File: src/sv/stable_sorted_priority_queue_macros.svh
// assertion macros used by the priority queue rtl
`ifndef STABLE_SORTED_PRIORITY_QUEUE_MACROS_SVH
`define STABLE_SORTED_PRIORITY_QUEUE_MACROS_SVH

// same-cycle implication, disabled during reset
`define SSPQ_ASSERT_NOW(label, clk, rst, ante, cons, msg) \
   label: assert property (@(posedge clk) disable iff (rst) (ante) |-> (cons)) \
      else $error(msg);

// next-cycle implication, disabled during reset
`define SSPQ_ASSERT_NEXT(label, clk, rst, ante, cons, msg) \
   label: assert property (@(posedge clk) disable iff (rst) (ante) |=> (cons)) \
      else $error(msg);

`endif

File: src/sv/sspq_pkg.sv
// shared types and codes of the sorted priority queue
package sspq_pkg;

   // request kinds carried on tuser
   localparam logic REQ_INSERT = 1'b0;
   localparam logic REQ_REMOVE = 1'b1;

   // result status codes
   localparam logic [1:0] ST_OK    = 2'd0;
   localparam logic [1:0] ST_FULL  = 2'd1;
   localparam logic [1:0] ST_EMPTY = 2'd2;

   // operation broadcast to every cell
   typedef struct packed {
      logic ins;
      logic rem;
   } sspq_op_type;

endpackage

File: src/sv/sspq_cell.sv
// one slot of the sorted chain: holds a key and payload, shifts with its neighbors
module sspq_cell
   import sspq_pkg::*;
#(
   parameter int KEY_WIDTH     = 16,
   parameter int PAYLOAD_WIDTH = 16,
   parameter int CNT_W         = 5,
   parameter int IDX           = 0
) (
   input  logic                     clock,
   input  sspq_op_type              op,
   input  logic [CNT_W-1:0]         count,
   input  logic [KEY_WIDTH-1:0]     new_key,
   input  logic [PAYLOAD_WIDTH-1:0] new_pay,
   input  logic [KEY_WIDTH-1:0]     left_key,
   input  logic [PAYLOAD_WIDTH-1:0] left_pay,
   input  logic                     left_keep,
   input  logic [KEY_WIDTH-1:0]     right_key,
   input  logic [PAYLOAD_WIDTH-1:0] right_pay,
   output logic [KEY_WIDTH-1:0]     slot_key,
   output logic [PAYLOAD_WIDTH-1:0] slot_pay,
   output logic                     keep,
   output logic [CNT_W-1:0]         pos_term
);

   logic [KEY_WIDTH-1:0]     key_ff, key_in;
   logic [PAYLOAD_WIDTH-1:0] pay_ff, pay_in;
   logic                     boundary;

   // occupied and not greater than the new key: stays in place on insert
   assign keep     = (CNT_W'(IDX) < count) && (key_ff <= new_key);
   // first cell that does not keep is where the new entry lands
   assign boundary = !keep && left_keep;
   assign pos_term = boundary ? CNT_W'(IDX) : '0;

   assign slot_key = key_ff;
   assign slot_pay = pay_ff;

   // next slot contents
   always_comb begin
      key_in = key_ff;
      pay_in = pay_ff;
      if (op.ins) begin
         if (!keep) begin
            if (left_keep) begin
               key_in = new_key;
               pay_in = new_pay;
            end else begin
               key_in = left_key;
               pay_in = left_pay;
            end
         end
      end else if (op.rem) begin
         key_in = right_key;
         pay_in = right_pay;
      end
   end

   always_ff @(posedge clock) begin
      key_ff <= key_in;
      pay_ff <= pay_in;
   end

endmodule

File: src/sv/stable_sorted_priority_queue.sv
// Sorted priority queue built as a chain of slot cells. Every cell compares
// its key with the incoming key at once, so an insert or a remove is applied
// on the edge that takes its request, and one request beat is taken per cycle;
// the result sits in an output register and a new request is taken whenever
// that register is empty or being drained in the same cycle. Equal keys leave
// in arrival order. Inserting into a full queue and removing from an empty one
// leave the contents unchanged and are flagged in the result status. No clearing
// is needed after reset: only the entry count is reset.
module stable_sorted_priority_queue
   import sspq_pkg::*;
#(
   parameter int CAPACITY      = 16,
   parameter int KEY_WIDTH     = 16,
   parameter int PAYLOAD_WIDTH = 16
) (
   input  logic clock,
   input  logic reset,
   input  logic req_tvalid,
   output logic req_tready,
   // prio_key, payload_tag
   input  logic [((KEY_WIDTH+PAYLOAD_WIDTH+7)/8)*8-1:0] req_tdata,
   // req_type
   input  logic req_tuser,
   output logic rsp_tvalid,
   input  logic rsp_tready,
   // insert_pos, removed_key, removed_payload, head_valid, head_key,
   // head_payload, entry_count
   output logic [((2*$clog2(CAPACITY+1)+1+2*KEY_WIDTH+2*PAYLOAD_WIDTH+7)/8)*8-1:0] rsp_tdata,
   // status
   output logic [1:0] rsp_tuser
);

`include "stable_sorted_priority_queue_macros.svh"

   localparam int CNT_W  = $clog2(CAPACITY + 1);
   localparam int IN_W   = KEY_WIDTH + PAYLOAD_WIDTH;
   localparam int OUT_W  = 2 * CNT_W + 1 + 2 * KEY_WIDTH + 2 * PAYLOAD_WIDTH;
   localparam int OUT_TW = ((OUT_W + 7) / 8) * 8;

   logic                     req_acc;
   logic [KEY_WIDTH-1:0]     new_key;
   logic [PAYLOAD_WIDTH-1:0] new_pay;
   logic                     full, empty;
   sspq_op_type              op;

   logic [CNT_W-1:0] count_ff, count_in;

   logic [KEY_WIDTH-1:0]     key_w [CAPACITY];
   logic [PAYLOAD_WIDTH-1:0] pay_w [CAPACITY];
   logic [CAPACITY-1:0]      keep_w;
   logic [CNT_W-1:0]         pos_w [CAPACITY];
   logic [CNT_W-1:0]         pos;

   logic [KEY_WIDTH-1:0]     head_key;
   logic [PAYLOAD_WIDTH-1:0] head_pay;

   logic                     rsp_valid_ff;
   logic [1:0]               rsp_status_ff;
   logic [CNT_W-1:0]         rsp_pos_ff;
   logic [KEY_WIDTH-1:0]     rsp_rkey_ff;
   logic [PAYLOAD_WIDTH-1:0] rsp_rpay_ff;
   logic                     rsp_hval_ff;
   logic [KEY_WIDTH-1:0]     rsp_hkey_ff;
   logic [PAYLOAD_WIDTH-1:0] rsp_hpay_ff;
   logic [CNT_W-1:0]         rsp_count_ff;

   // request beat handshake
   assign req_tready = !rsp_valid_ff || rsp_tready;
   assign req_acc    = req_tvalid && req_tready;
   assign new_key    = req_tdata[KEY_WIDTH-1:0];
   assign new_pay    = req_tdata[IN_W-1:KEY_WIDTH];

   assign full   = (count_ff == CNT_W'(CAPACITY));
   assign empty  = (count_ff == '0);
   assign op.ins = req_acc && (req_tuser == REQ_INSERT) && !full;
   assign op.rem = req_acc && (req_tuser == REQ_REMOVE) && !empty;

   // chain of slot cells
   for (genvar i = 0; i < CAPACITY; i++) begin : g_cell
      logic [KEY_WIDTH-1:0]     lk, rk;
      logic [PAYLOAD_WIDTH-1:0] lp, rp;
      logic                     lkeep;
      if (i == 0) begin : g_first
         assign lk    = '0;
         assign lp    = '0;
         assign lkeep = 1'b1;
      end else begin : g_mid
         assign lk    = key_w[i-1];
         assign lp    = pay_w[i-1];
         assign lkeep = keep_w[i-1];
      end
      if (i == CAPACITY - 1) begin : g_last
         assign rk = '0;
         assign rp = '0;
      end else begin : g_inner
         assign rk = key_w[i+1];
         assign rp = pay_w[i+1];
      end
      sspq_cell #(
         .KEY_WIDTH    (KEY_WIDTH),
         .PAYLOAD_WIDTH(PAYLOAD_WIDTH),
         .CNT_W        (CNT_W),
         .IDX          (i)
      ) u_cell (
         .clock    (clock),
         .op       (op),
         .count    (count_ff),
         .new_key  (new_key),
         .new_pay  (new_pay),
         .left_key (lk),
         .left_pay (lp),
         .left_keep(lkeep),
         .right_key(rk),
         .right_pay(rp),
         .slot_key (key_w[i]),
         .slot_pay (pay_w[i]),
         .keep     (keep_w[i]),
         .pos_term (pos_w[i])
      );
   end

   // insert position from the one cell that marks the boundary
   always_comb begin
      pos = '0;
      for (int i = 0; i < CAPACITY; i++) begin
         pos = pos | pos_w[i];
      end
   end

   // head as it stands after this beat
   always_comb begin
      head_key = key_w[0];
      head_pay = pay_w[0];
      if (op.rem) begin
         head_key = key_w[1];
         head_pay = pay_w[1];
      end else if (op.ins && !keep_w[0]) begin
         head_key = new_key;
         head_pay = new_pay;
      end
   end

   // entry count
   always_comb begin
      count_in = count_ff;
      if (op.ins) begin
         count_in = count_ff + CNT_W'(1);
      end else if (op.rem) begin
         count_in = count_ff - CNT_W'(1);
      end
   end

   always_ff @(posedge clock) begin
      if (reset) begin
         count_ff <= '0;
      end else begin
         count_ff <= count_in;
      end
   end

   // result valid flag
   always_ff @(posedge clock) begin
      if (reset) begin
         rsp_valid_ff <= 1'b0;
      end else if (req_acc) begin
         rsp_valid_ff <= 1'b1;
      end else if (rsp_tready) begin
         rsp_valid_ff <= 1'b0;
      end
   end

   // result payload register
   always_ff @(posedge clock) begin
      if (req_acc) begin
         if (req_tuser == REQ_INSERT) begin
            rsp_status_ff <= full ? ST_FULL : ST_OK;
         end else begin
            rsp_status_ff <= empty ? ST_EMPTY : ST_OK;
         end
         rsp_pos_ff   <= op.ins ? pos : '0;
         rsp_rkey_ff  <= op.rem ? key_w[0] : '0;
         rsp_rpay_ff  <= op.rem ? pay_w[0] : '0;
         rsp_hval_ff  <= (count_in != '0);
         rsp_hkey_ff  <= (count_in != '0) ? head_key : '0;
         rsp_hpay_ff  <= (count_in != '0) ? head_pay : '0;
         rsp_count_ff <= count_in;
      end
   end

   assign rsp_tvalid = rsp_valid_ff;
   assign rsp_tuser  = rsp_status_ff;
   assign rsp_tdata  = OUT_TW'({rsp_count_ff, rsp_hpay_ff, rsp_hkey_ff, rsp_hval_ff,
                                rsp_rpay_ff, rsp_rkey_ff, rsp_pos_ff});

   // checks
   `SSPQ_ASSERT_NOW(a_count_bound, clock, reset, 1'b1, count_ff <= CNT_W'(CAPACITY),
      "entry count above capacity")
   `SSPQ_ASSERT_NEXT(a_rsp_after_req, clock, reset, req_acc, rsp_valid_ff,
      "accepted request beat left no result")
   `SSPQ_ASSERT_NEXT(a_ins_count, clock, reset, op.ins,
      count_ff == $past(count_ff) + CNT_W'(1), "insert did not grow the count")
   `SSPQ_ASSERT_NEXT(a_rsp_count, clock, reset, req_acc, rsp_count_ff == count_ff,
      "reported entry count differs from the stored count")

endmodule

File: config.mk
export PLATFORM = sky130hd
export DESIGN_NAME = stable_sorted_priority_queue
export DESIGN_NICKNAME = d
export VERILOG_FILES = /design/src/sv/sspq_pkg.sv /design/src/sv/sspq_cell.sv /design/src/sv/stable_sorted_priority_queue.sv
export VERILOG_INCLUDE_DIRS = /design/src /design/src/sv
export SDC_FILE = /design/constraint.sdc
export NUM_CORES = 2
export LEC_CHECK = 0
export BUFFER_PORTS_ARGS = -buffer_cell sky130_fd_sc_hd__buf_2
export CAP_MARGIN = 10
export CORE_AREA = 4 4 324 326
export DETAILED_ROUTE_END_ITERATION = 10
export DIE_AREA = 0 0 328 330
export HOLD_SLACK_MARGIN = 0.03
export PLACE_DENSITY_LB_ADDON = 0.05
export SYNTH_ARGS = -nofsm -noshare
export SYNTH_HDL_FRONTEND = slang
export SYNTH_SLANG_ARGS = --single-unit
File: constraint.sdc
create_clock -name clock -period 6.64 [get_ports clock]
set_clock_uncertainty 0.05 [all_clocks]
set_input_delay 0.332 -clock clock [delete_from_list [all_inputs] [get_ports clock]]
set_output_delay 0.332 -clock clock [all_outputs]
set_load 0.005 [all_outputs]
==> flow_summary_export.csv <==
group,metric,value,unit
yosys,synth_edf_count,588,
global_route,grtUsageTotal,0.1850,
yosys,yosysTopAreaCellShare,0.4986,
pwr,cellLeakagePower,15.75,nW
yosys,synth_area,35420,µm²
yosys,ys_seq_area_frac,0.5020,
timing,drv_slew,0,
cts,cts_sinks,594,
pwr,vdd_drop_max,0.1473,mV
cts,root_buffer,"clkbuf_16",
global_route,antenna_found_initial,6,
place,place.gp.congestion,0.8601,
floorplanning,core_area,101700,µm²
timing,setup_tns,0,ns
cts,numCtsBuffers,74,
final_layout,drive_gt1_frac,0.09780,
global_route,grt_pass1_vias,24820,
drt,dr_total_vias,25420,
setup_path,cp-end-kind,"register",
yosys,ys_types,73,
cts,h-tree-depth,3,
final_layout,num-fill-cells,9948,
yosys,yosysWarnings,0,
yosys,synth.most_common_cell,"nand2_1",
min_path,hold_class,"input pin to register",
setup_path,worst_setup_path_start_kind,"register",
timing,whs,0.1942,ns
pwr,p_total,10.60,mW
pwr,powerDensity,268.8,nW/µm²
yosys,synth-seq-cells,594,
drt,drt-wirelength-per-cell,21.22,µm
setup_path,worst-path-max-fanout,119,
global_route,grt.overflow.total,0,
cts,cts_resized,0,
flow_run,maxCapViolCount,0,
yosys,avgSynthCellArea,10.38,µm²
yosys,synth_common_cells,"641 x nand2_1, 588 x edfxtp_1, 463 x o21ai_0",
place,portBuffers,114,
floorplanning,ios,121,
drt,wl,102400,µm
timing,timing.final.crit_period,4.263,ns
setup_path,required,6.94,ns
timing,rsz0062_at_grt,"false",
place,hpwl,74060,µm
drt,drc,0,
cts,cts_tree,"built",
timing,period_share,0.6421,
floorplanning,die_h,330,µm
global_route,grt_pass1_wl,155900,µm
final_layout,final_nets,3699,
yosys,ys_top_cells_by_area,"edfxtp_1 50%, mux2i_1 11%, ha_1 9.2%",
timing,max_slew_margin,0.2412,
timing,max_freq,0.2346,GHz
floorplanning,dieArea,108200,µm²
drt,drt_pass1_iterations,5,
setup_path,rrSetupSlack,2.38,ns
timing,worst_pin_slew,1.138,ns
floorplanning,die_x,328,µm
drt,drtIter0Drc,2364,
timing,setup_violations,0,
setup_path,cp_data_arrival_time,4.56,ns
drt,vias_per_cell,5.268,
timing,hold_violations,0,
floorplanning,rows,117,
cts,clk_latency,0.64,ns
yosys,synth_top_area_cell,"edfxtp_1",
global_route,grt_max_degree,246,
cts,clk_path_buf_depth,3,
cts,clk_pin_slew,0.06,ns
final_layout,syn_to_final_growth,11.38,%
yosys,synthArstFlopShare,0,
yosys,synthCells,3413,
yosys,synth-main-ff-cell,"edfxtp_1",
drt,drtAntennaViolNets,0,
setup_path,crit_type,"register to register",
outcome,run_status,"completed",
floorplanning,initial_core_util,0.3481,
[worst paths after layout]
path | start | endpoint | cells past startpoint
worst max-delay path | count_ff[4]$_SDFF_PP0_ | g_cell[14].u_cell.slot_key[9]$_DFFE_PP_ | 6
worst min-delay path | req_tdata[28] | g_cell[0].u_cell.slot_pay[12]$_DFFE_PP_ | 3
worst max register to register | count_ff[4]$_SDFF_PP0_ | g_cell[14].u_cell.slot_key[9]$_DFFE_PP_ | 6
worst min register to register | g_cell[15].u_cell.slot_pay[6]$_SDFFCE_PN0P_ | g_cell[14].u_cell.slot_pay[6]$_DFFE_PP_ | 2
[per-layer routing]
metal | global-route usage | vias up | part of all wire
li1 | - | 12480 | -
met4 | 0.05186 | 2 | 0.022
met2 | 0.2835 | 681 | 0.43
met1 | 0.2720 | 12120 | 0.49
met3 | 0.02761 | 131 | 0.053
met5 | 0 | - | 0.000068
[where the power goes]
group,switching (mW),leakage (nW),total (mW),internal (mW)
Combinational,1.20,9.01,1.87,0.670
Clock,1.62,1.07,3.75,2.13
Sequential,0.297,5.66,4.99,4.69
[layout by cell type (no fill, tap or decap), drive strengths merged, types with 21 or more instances in the layout]
cell type and count:
a21o 21, a21oi 206, a31oi 40, and2 36, buf 169, clkbuf 92
clkinv 32, edfxtp 588, ha 259, inv 49, mux2i 373, nand2 643
nand3 28, nand4 59, nor2 191, o21ai 476
[kinds of logic after synthesis]
group | share of synthesized area
simple gates | 0.1231
compound gates | 0.1373
flops | 0.5020
mux | 0.1057
buf+inv | 0.03939
fa+ha+maj | 0.09150
xor+xnor | 0.0009185
other cells | 0.0001059
[layout make-up]
class	count	area (µm²)	area share
sequential	594	17780	0.4507
multi-input combinational	2516	16530	0.4190
clock buffer	92	1962	0.04974
tap	1368	1712	0.04339
timing repair buffer	172	1076	0.02728
clock inverter	37	221.5	0.005614
inverter	45	168.9	0.004282
antenna	1	2.502	0.00006344
[registers in the layout, indices dropped and copies added (netlist names)]
register                count
g_cell.u_cell.slot_pay    256
rsp_rkey_ff                16
rsp_rpay_ff                16
rsp_hpay_ff                16
rsp_count_ff                5
g_cell.u_cell.slot_key    256
rsp_tuser                   2
rsp_hval_ff                 1
rsp_tvalid                  1
rsp_pos_ff                  4
rsp_hkey_ff                16
count_ff                    5
[metrics by stage]
step	cells	cell area, µm²	util	worst slack (ns)
global route	4825	39450	0.3877	2.076
finish	4825	39450	0.3877	2.377
floorplan	3418	35430	-	1.081
detailed placement	4691	37210	0.3657	2.068
global placement	4691	37210	0.3657	2.103
CTS	4823	39420	0.3875	2.399
[critical path, cell delays in order, from the launching register on]
cell	delay, ns
dfxtp_1	1.04
nand4bb_1	0.28
nand4b_1	0.23
buf_12	0.42
buf_4	0.94
buf_4	0.68
o21ai_0	0.21
[repair_timing]
action,4_1_cts,5_1_grt
hold buffers,3,0
buffers inserted,0,0
endpoints found under the hold margin,8,0
Power figures use the tool's default switching activity.
